<file path="src/rtl/i2cm_pkg.sv">
// Shared types, command codes and constants for the I2C master byte engine.
`default_nettype none
package i2cm_pkg;

  localparam int BITS_PER_BYTE = 8;

  // Command codes, as carried on req_type and kept in the sequencer state
  localparam logic [2:0] CMD_IDLE      = 3'd0;
  localparam logic [2:0] CMD_START     = 3'd1;
  localparam logic [2:0] CMD_STOP      = 3'd2;
  localparam logic [2:0] CMD_WRITE     = 3'd3;
  localparam logic [2:0] CMD_READ      = 3'd4;
  localparam logic [2:0] CMD_WAIT      = 3'd5;
  localparam logic [2:0] CMD_STOP_FAIL = 3'd6;

  // Configuration register indexes
  localparam int CFG_IDX_W = 4;
  localparam logic [CFG_IDX_W-1:0] CFG_TICKS_PER_US = 4'd0;
  localparam logic [CFG_IDX_W-1:0] CFG_ACK_TIMEOUT  = 4'd1;

  localparam logic [7:0]  TICKS_PER_US_RST = 8'd1;
  localparam logic [15:0] ACK_TIMEOUT_RST  = 16'd250;

  typedef struct packed {
    logic [2:0] req_type;
    logic [7:0] tx_byte;
    logic       send_ack;
    logic       sda_in;
  } in_item_t;

  typedef struct packed {
    logic       scl_level;
    logic       sda_level;
    logic       busy_res;
    logic       done_res;
    logic [7:0] rx_byte;
    logic       ack_fail;
  } out_item_t;

  typedef struct packed {
    logic [2:0]  cmd;
    logic [3:0]  phase;
    logic [3:0]  bit_cnt;
    logic [7:0]  shift;
    logic [11:0] delay;
    logic [15:0] tmo;
    logic        scl;
    logic        sda;
    logic        ack_choice;
    logic [7:0]  rx;
  } seq_state_t;

  typedef struct packed {
    logic [7:0]  ticks_per_us;
    logic [15:0] ack_timeout;
  } cfg_t;

endpackage
`default_nettype wire

</file>
<file path="src/rtl/i2c_master_byte_engine.sv">
// Top level of the I2C master byte engine: handshakes, config and state registers.
//
// Usage:
//   Each transfer on the in_ channel is one bus tick. It carries the sampled
//   SDA level and, while the engine is idle, a command in req_type (start,
//   stop, write byte, read byte, wait ack). Commands arriving while busy are
//   ignored. Every accepted tick yields exactly one result transfer on the
//   out_ channel with the SCL/SDA levels to drive, busy, done, the last
//   received byte and the ack failure flag.
//   The result of a tick is registered and presented in the cycle after it is
//   accepted. Throughput: one tick per cycle; the sequencer update and the
//   result are computed in a single combinational pass from the state
//   registers into the output register.
//   Stall: when the receiver holds out_ready low, the output register holds
//   its transfer and in_ready drops, so no tick is lost or doubled.
//   Config: cfg_ writes are always ready; index 0 sets ticks per
//   microsecond, index 1 the ack timeout; other indexes are dropped.
//   Reset: rst_n is synchronous; the bus is released (SCL and SDA high),
//   the engine is idle and the config registers return to 1 and 250.
`default_nettype none
module i2c_master_byte_engine (
  input  wire                               clk,
  input  wire                               rst_n,
  input  wire                               in_valid,
  output logic                              in_ready,
  input  wire i2cm_pkg::in_item_t           in_data,
  output logic                              out_valid,
  input  wire                               out_ready,
  output i2cm_pkg::out_item_t               out_data,
  input  wire                               cfg_valid,
  output logic                              cfg_ready,
  input  wire [i2cm_pkg::CFG_IDX_W-1:0]     cfg_index,
  input  wire [15:0]                        cfg_data
);

  i2cm_pkg::seq_state_t st_r;
  i2cm_pkg::seq_state_t st_nxt;
  i2cm_pkg::cfg_t       cfg_r;
  i2cm_pkg::out_item_t  res_nxt;
  i2cm_pkg::out_item_t  out_data_r;
  logic                 out_valid_r;
  logic                 in_xfer;

  // Advance when the output register is empty or being drained this cycle
  assign in_ready  = !out_valid_r || out_ready;
  assign in_xfer   = in_valid && in_ready;
  assign cfg_ready = 1'b1;
  assign out_valid = out_valid_r;
  assign out_data  = out_data_r;

  i2cm_step u_step (
    .cur     (st_r),
    .in_item (in_data),
    .cfg     (cfg_r),
    .nxt     (st_nxt),
    .res     (res_nxt)
  );

  // Config registers
  always_ff @(posedge clk) begin
    if (!rst_n) begin
      cfg_r.ticks_per_us <= i2cm_pkg::TICKS_PER_US_RST;
      cfg_r.ack_timeout  <= i2cm_pkg::ACK_TIMEOUT_RST;
    end else if (cfg_valid) begin
      if (cfg_index == i2cm_pkg::CFG_TICKS_PER_US) begin
        cfg_r.ticks_per_us <= cfg_data[7:0];
      end else if (cfg_index == i2cm_pkg::CFG_ACK_TIMEOUT) begin
        cfg_r.ack_timeout <= cfg_data;
      end
    end
  end

  // Sequencer state: advance by one tick per accepted transfer
  always_ff @(posedge clk) begin
    if (!rst_n) begin
      st_r.cmd        <= i2cm_pkg::CMD_IDLE;
      st_r.phase      <= 4'd0;
      st_r.bit_cnt    <= 4'd0;
      st_r.shift      <= 8'd0;
      st_r.delay      <= 12'd0;
      st_r.tmo        <= 16'd0;
      st_r.scl        <= 1'b1;
      st_r.sda        <= 1'b1;
      st_r.ack_choice <= 1'b0;
      st_r.rx         <= 8'd0;
    end else if (in_xfer) begin
      st_r <= st_nxt;
    end
  end

  // Output register: hold while stalled, load on each accepted tick
  always_ff @(posedge clk) begin
    if (!rst_n) begin
      out_valid_r <= 1'b0;
    end else if (in_xfer) begin
      out_valid_r <= 1'b1;
    end else if (out_ready) begin
      out_valid_r <= 1'b0;
    end
  end

  always_ff @(posedge clk) begin
    if (in_xfer) begin
      out_data_r <= res_nxt;
    end
  end

endmodule
`default_nettype wire

</file>
<file path="src/rtl/i2cm_step.sv">
// Next-state and result logic of the bit-level bus sequencer for one tick.
`default_nettype none
module i2cm_step (
  input  wire i2cm_pkg::seq_state_t cur,
  input  wire i2cm_pkg::in_item_t   in_item,
  input  wire i2cm_pkg::cfg_t       cfg,
  output i2cm_pkg::seq_state_t      nxt,
  output i2cm_pkg::out_item_t       res
);

  logic        run;
  logic        done;
  logic        fail;
  logic [3:0]  bit_inc;
  logic [11:0] d1;
  logic [11:0] d2;
  logic [11:0] d4;

  assign d1      = {4'd0, cfg.ticks_per_us};
  assign d2      = {3'd0, cfg.ticks_per_us, 1'b0};
  assign d4      = {2'd0, cfg.ticks_per_us, 2'b0};
  assign bit_inc = cur.bit_cnt + 4'd1;

  always_comb begin
    nxt  = cur;
    run  = 1'b0;
    done = 1'b0;
    fail = 1'b0;

    if (cur.delay != 12'd0) begin
      nxt.delay = cur.delay - 12'd1;
    end else if (cur.cmd == i2cm_pkg::CMD_IDLE) begin
      // Take a new command; reserved codes are dropped
      if (in_item.req_type >= i2cm_pkg::CMD_START &&
          in_item.req_type <= i2cm_pkg::CMD_WAIT) begin
        nxt.cmd     = in_item.req_type;
        nxt.phase   = 4'd0;
        nxt.bit_cnt = 4'd0;
        nxt.tmo     = 16'd0;
        nxt.shift   = (in_item.req_type == i2cm_pkg::CMD_WRITE) ? in_item.tx_byte : 8'd0;
        if (in_item.req_type == i2cm_pkg::CMD_READ) begin
          nxt.ack_choice = in_item.send_ack;
        end
        run = 1'b1;
      end
    end else begin
      run = 1'b1;
    end

    if (run) begin
      unique case (nxt.cmd)
        i2cm_pkg::CMD_START: begin
          if (nxt.phase == 4'd0) begin
            nxt.scl = 1'b1; nxt.sda = 1'b1; nxt.delay = d4; nxt.phase = 4'd1;
          end else if (nxt.phase == 4'd1) begin
            nxt.sda = 1'b0; nxt.delay = d4; nxt.phase = 4'd2;
          end else begin
            nxt.scl = 1'b0; nxt.cmd = i2cm_pkg::CMD_IDLE; nxt.phase = 4'd0; done = 1'b1;
          end
        end
        i2cm_pkg::CMD_STOP, i2cm_pkg::CMD_STOP_FAIL: begin
          if (nxt.phase == 4'd0) begin
            nxt.scl = 1'b0; nxt.sda = 1'b0; nxt.delay = d4; nxt.phase = 4'd1;
          end else if (nxt.phase == 4'd1) begin
            nxt.scl = 1'b1; nxt.sda = 1'b1; nxt.delay = d4; nxt.phase = 4'd2;
          end else begin
            fail      = (nxt.cmd == i2cm_pkg::CMD_STOP_FAIL);
            nxt.cmd   = i2cm_pkg::CMD_IDLE;
            nxt.phase = 4'd0;
            done      = 1'b1;
          end
        end
        i2cm_pkg::CMD_WRITE: begin
          if (nxt.phase == 4'd0) begin
            nxt.sda = nxt.shift[7]; nxt.delay = d2; nxt.phase = 4'd1;
          end else if (nxt.phase == 4'd1) begin
            nxt.scl = 1'b1; nxt.delay = d2; nxt.phase = 4'd2;
          end else if (nxt.phase == 4'd2) begin
            nxt.scl = 1'b0;
            // Release SDA after the last data bit so the slave can ack
            if (cur.bit_cnt == 4'(i2cm_pkg::BITS_PER_BYTE - 1)) begin
              nxt.sda = 1'b1;
            end
            nxt.shift   = {nxt.shift[6:0], 1'b0};
            nxt.delay   = d4;
            nxt.bit_cnt = bit_inc;
            nxt.phase   = (bit_inc >= 4'(i2cm_pkg::BITS_PER_BYTE)) ? 4'd3 : 4'd0;
          end else begin
            nxt.cmd = i2cm_pkg::CMD_IDLE; nxt.phase = 4'd0; done = 1'b1;
          end
        end
        i2cm_pkg::CMD_READ: begin
          if (nxt.phase == 4'd0) begin
            nxt.scl = 1'b0; nxt.sda = 1'b1; nxt.delay = d2; nxt.phase = 4'd1;
          end else if (nxt.phase == 4'd1) begin
            nxt.scl     = 1'b1;
            nxt.shift   = {nxt.shift[6:0], in_item.sda_in};
            nxt.delay   = d1;
            nxt.bit_cnt = bit_inc;
            nxt.phase   = (bit_inc >= 4'(i2cm_pkg::BITS_PER_BYTE)) ? 4'd2 : 4'd0;
          end else if (nxt.phase == 4'd2) begin
            nxt.scl = 1'b0; nxt.delay = d2; nxt.phase = 4'd3;
          end else if (nxt.phase == 4'd3) begin
            nxt.sda = ~nxt.ack_choice; nxt.delay = d2; nxt.phase = 4'd4;
          end else if (nxt.phase == 4'd4) begin
            nxt.scl = 1'b1; nxt.delay = d2; nxt.phase = 4'd5;
          end else begin
            nxt.scl   = 1'b0;
            nxt.rx    = nxt.shift;
            nxt.cmd   = i2cm_pkg::CMD_IDLE;
            nxt.phase = 4'd0;
            done      = 1'b1;
          end
        end
        i2cm_pkg::CMD_WAIT: begin
          if (nxt.phase == 4'd0) begin
            nxt.sda = 1'b1; nxt.delay = d1; nxt.phase = 4'd1;
          end else if (nxt.phase == 4'd1) begin
            nxt.scl = 1'b1; nxt.tmo = 16'd0; nxt.delay = d1; nxt.phase = 4'd2;
          end else if (!in_item.sda_in) begin
            nxt.scl = 1'b0; nxt.cmd = i2cm_pkg::CMD_IDLE; nxt.phase = 4'd0; done = 1'b1;
          end else if (nxt.tmo == cfg.ack_timeout) begin
            nxt.cmd   = i2cm_pkg::CMD_STOP_FAIL;
            nxt.phase = 4'd0;
          end else begin
            nxt.tmo = nxt.tmo + 16'd1;
          end
        end
        default: begin
          nxt.cmd = i2cm_pkg::CMD_IDLE; nxt.phase = 4'd0; done = 1'b1;
        end
      endcase
    end

    res.scl_level = nxt.scl;
    res.sda_level = nxt.sda;
    res.busy_res  = (nxt.cmd != i2cm_pkg::CMD_IDLE);
    res.done_res  = done;
    res.rx_byte   = nxt.rx;
    res.ack_fail  = fail;
  end

endmodule
`default_nettype wire

</file>
<file path="config.mk">
export PLATFORM = sky130hd
export DESIGN_NAME = i2c_master_byte_engine
export DESIGN_NICKNAME = d
export VERILOG_FILES = /design/src/rtl/i2cm_pkg.sv /design/src/rtl/i2c_master_byte_engine.sv /design/src/rtl/i2cm_step.sv
export SDC_FILE = /design/constraint.sdc
export NUM_CORES = 1
export LEC_CHECK = 0
export ABC_CLOCK_PERIOD_IN_PS = 3900
export BUFFER_PORTS_ARGS = -buffer_cell sky130_fd_sc_hd__buf_2
export CORE_MARGIN = 1
export CORE_UTILIZATION = 30
export CTS_CLUSTER_SIZE = 12
export DETAILED_ROUTE_END_ITERATION = 12
export GPL_TIMING_DRIVEN = 0
export HOLD_SLACK_MARGIN = 0.06
export PLACE_DENSITY_LB_ADDON = 0.15
export SETUP_SLACK_MARGIN = 0.5
export SLEW_MARGIN = 15
export SYNTH_ARGS = -nofsm -noshare
export SYNTH_HDL_FRONTEND = slang
export SYNTH_HIERARCHICAL = 1
export SYNTH_SLANG_ARGS = --single-unit
export TNS_END_PERCENT = 50
</file>
<file path="constraint.sdc">
create_clock -name clk -period 3.9 [get_ports clk]
set_input_delay 0 -clock clk [delete_from_list [all_inputs] [get_ports clk]]
set_output_delay 0 -clock clk [all_outputs]
set_load 0.01 [all_outputs]
</file>
==> impl_metrics.json <==
{
  "cts_tree": "built",
  "io_pins": 54,
  "synthFlopType": "dfxtp_1",
  "area_delta_synth_final_pct": 22.2,
  "place_ws_ps": -480,
  "synthTopCellsByArea": "dfxtp_1, o21ai_0, edfxtp_1",
  "p_total_mw": 6.27,
  "clock_sinks": 96,
  "final_antenna_net_count": 0,
  "place_congestion": 0.924,
  "ys_seq_elements": 96,
  "synthArstFlopShare_pct": 0,
  "synth_edf_count": 13,
  "regArea_um2": 2060,
  "multiInputGateArea_um2": 4740,
  "hold_path_depth": 2,
  "synth_top_family_by_area": "compound AO/OA/AOI/OAI gates",
  "fin_nets": 1063,
  "worst_pin_slew_ps": 1030,
  "wl_per_cell_um": 20.3,
  "power_leakage_nw": 3.03,
  "grt-ovfl-total": 0,
  "post-route-period-util_pct": 85.9,
  "dpl_cell_area_um2": 7800,
  "yosys-top-cells-count": "o21ai_0, dfxtp_1, nand2_1",
  "muxShareOfSynthArea_pct": 6.10,
  "synth_top_area_share_pct": 23.2,
  "post-route-util_pct": 37.3,
  "vias": 7680,
  "crit_required_ps": 4030,
  "yosysWarnings": 6,
  "grt_pass1_vias": 7015,
  "hold_path.class": "in -> reg",
  "syn_area_um2": 7160,
  "syn_nets": 967,
  "start_util_pct": 30.5,
  "crit_type": "reg -> reg",
  "path_clk_slew_ps": 80,
  "slew_viol_final": 0,
  "endpoint_kind": "register",
  "vdd_drop_max_uv": 339,
  "insertion_delay_ps": 360,
  "ctsRootBufferMaster": "clkbuf_16",
  "place.detailed.hpwl_um": 19600,
  "postSynthAreaPerCell_um2": 7.74,
  "synthCells": 925,
  "wl_um": 27300,
  "dieArea_um2": 24500,
  "placementRows": 56,
  "synthXorXnorAreaFrac_pct": 0.367,
  "yosys.cell_types.count": 85,
  "grt_start_max_net_pins": 20,
  "rsz0062_at_grt": "yes",
  "final_hold_viol_count": 0,
  "drc": 0,
  "status": "finished, final reports clean",
  "cp_max_fo": 10,
  "die_y_um": 156,
  "cts_max_level": 3,
  "first_pass_iters": 5,
  "antenna_found_initial": 1,
  "cts_buffer_depth": 2,
  "via_per_inst": 5.71,
  "synth.most_common_cell": "o21ai_0",
  "die_w_um": 156,
  "r2r_cells": 12,
  "startpoint_type": "register",
  "core-area_um2": 23500,
  "synth_adder_area_share_pct": 0.856,
  "finalClockSkew_ps": 10.7,
  "place_inst": 1293,
  "yosys.area_share.simple_pct": 23.8,
  "fin_ws_ps": 551,
  "fill_cells": 2452,
  "setup_violations": 0,
  "synth-compound-area-share_pct": 31.5,
  "drive_gt1_share_pct": 21.4,
  "grt_pass1_wl_um": 42300,
  "fin_crit_ps": 3350,
  "power-per-cell-area_nw_per_um2": 717,
  "grt_usage_pct": 22.6,
  "slew_headroom_pct": 31.0,
  "portBuffers": 49,
  "cts_buffers": 9,
  "arrival_ps": 3480,
  "drt-initial-drc-count": 756,
  "max_freq_mhz": 299,
  "cap_violations": 0,
  "finish.cell_count_without_fillers": 1346,
  "ys_seq_area_share_pct": 28.7,
  "synth_top_area_cell": "dfxtp_1",
  "finish.instance_area_um2": 8750
}
[layout make-up]
class	count	share of cell area, %
Antenna cell	1	0.0286
Buffer	91	6.71
Clock buffer	9	2.57
Clock inverter	7	0.829
Inverter	24	1.03
Multi-Input combinational cell	714	54.2
Sequential cell	96	23.5
Tap cell	319	4.56
Timing Repair Buffer	85	6.61
[power by group]
group / internal [mW] / switching [mW] / leakage, nW
registers: 1.13 / 0.125 / 0.803
logic: 1.52 / 2.58 / 2.09
clock network: 0.453 / 0.467 / 0.143
total: 3.10 / 3.17 / 3.03
[per-layer routing]
| layer | global-route usage [%] | vias up | part of all wire, % |
|---|---|---|---|
| met2 | 36.6 | 281 | 45 |
| met3 | 3.38 | 41 | 5.8 |
| met1 | 30.9 | 3716 | 47 |
| li1 | - | 3642 | - |
| met5 | 0 | - | 0 |
| met4 | 6.72 | 0 | 2.6 |
[critical path: stages (launching register included)]
cell and delay, ps:
dfxtp_4 370, or4_4 510, buf_6 150, or4_4 500, buf_6 160, buf_6 170
o31ai_4 240, buf_6 200, nand3_2 180, buf_6 250, nand2_1 60, o21ai_0 130
buf_4 180
[stage by stage]
step | hold slack (ps) | TNS [ps]
detailed placement | 252 | -4850
global route | 79.1 | 0
floorplan | 142 | 0
CTS | 74.8 | 0
finish | 67.5 | 0
global placement | 251 | -5470
[placed cells by master, fill, tap and decap left out, types with 7 or more instances in the layout]
master / count
nor2b_1: 29
nand2_1: 82
dfxtp_1: 81
mux2i_1: 38
buf_6: 13
a21o_1: 9
dlygate4sd3_1: 18
edfxtp_1: 13
or3_1: 15
clkbuf_1: 19
and3_1: 9
o211ai_1: 10
nand4_1: 11
or4_1: 7
nor2_1: 35
nor3_1: 9
o21ai_0: 104
nand2b_1: 7
a21boi_0: 40
o22ai_1: 12
a22oi_1: 11
buf_2: 76
a211oi_1: 7
inv_1: 20
buf_4: 36
a21boi_1: 19
clkbuf_16: 9
a21oi_1: 45
nand3_1: 72
[final timing paths]
kind / start / endpoint / slack [ps]
worst min register to register: cfg_r[19] / cfg_r[19] / 460
worst max register to register: st_r[31] / out_data[1] / 550
worst min-delay path: rst_n / st_r[57] / 70
worst max-delay path: st_r[31] / out_data[1] / 550
[cells by family after synthesis]
logic type,count (synthesis)
AND/OR/NAND/NOR,320
buffers and inverters,115
adder cells (fa/ha/maj),5
multiplexers,43
XOR/XNOR,3
AO/OA/AOI/OAI,342
other,1
flip-flops,96
[sequential cells by signal (all words and copies together) (netlist names)]
register   cells
cfg_r         24
out_data      13
st_r          58
out_valid      1
[timing repair]
action / CTS / global route
pin swaps: 3 / 9
hold endpoints to repair: 34 / 0
setup buffers: 7 / 11
setup endpoints to repair: 64 / 63
hold buffers: 18 / 0
gates resized for setup: 36 / 44
Note: power is estimated with default switching activity, not from simulation.
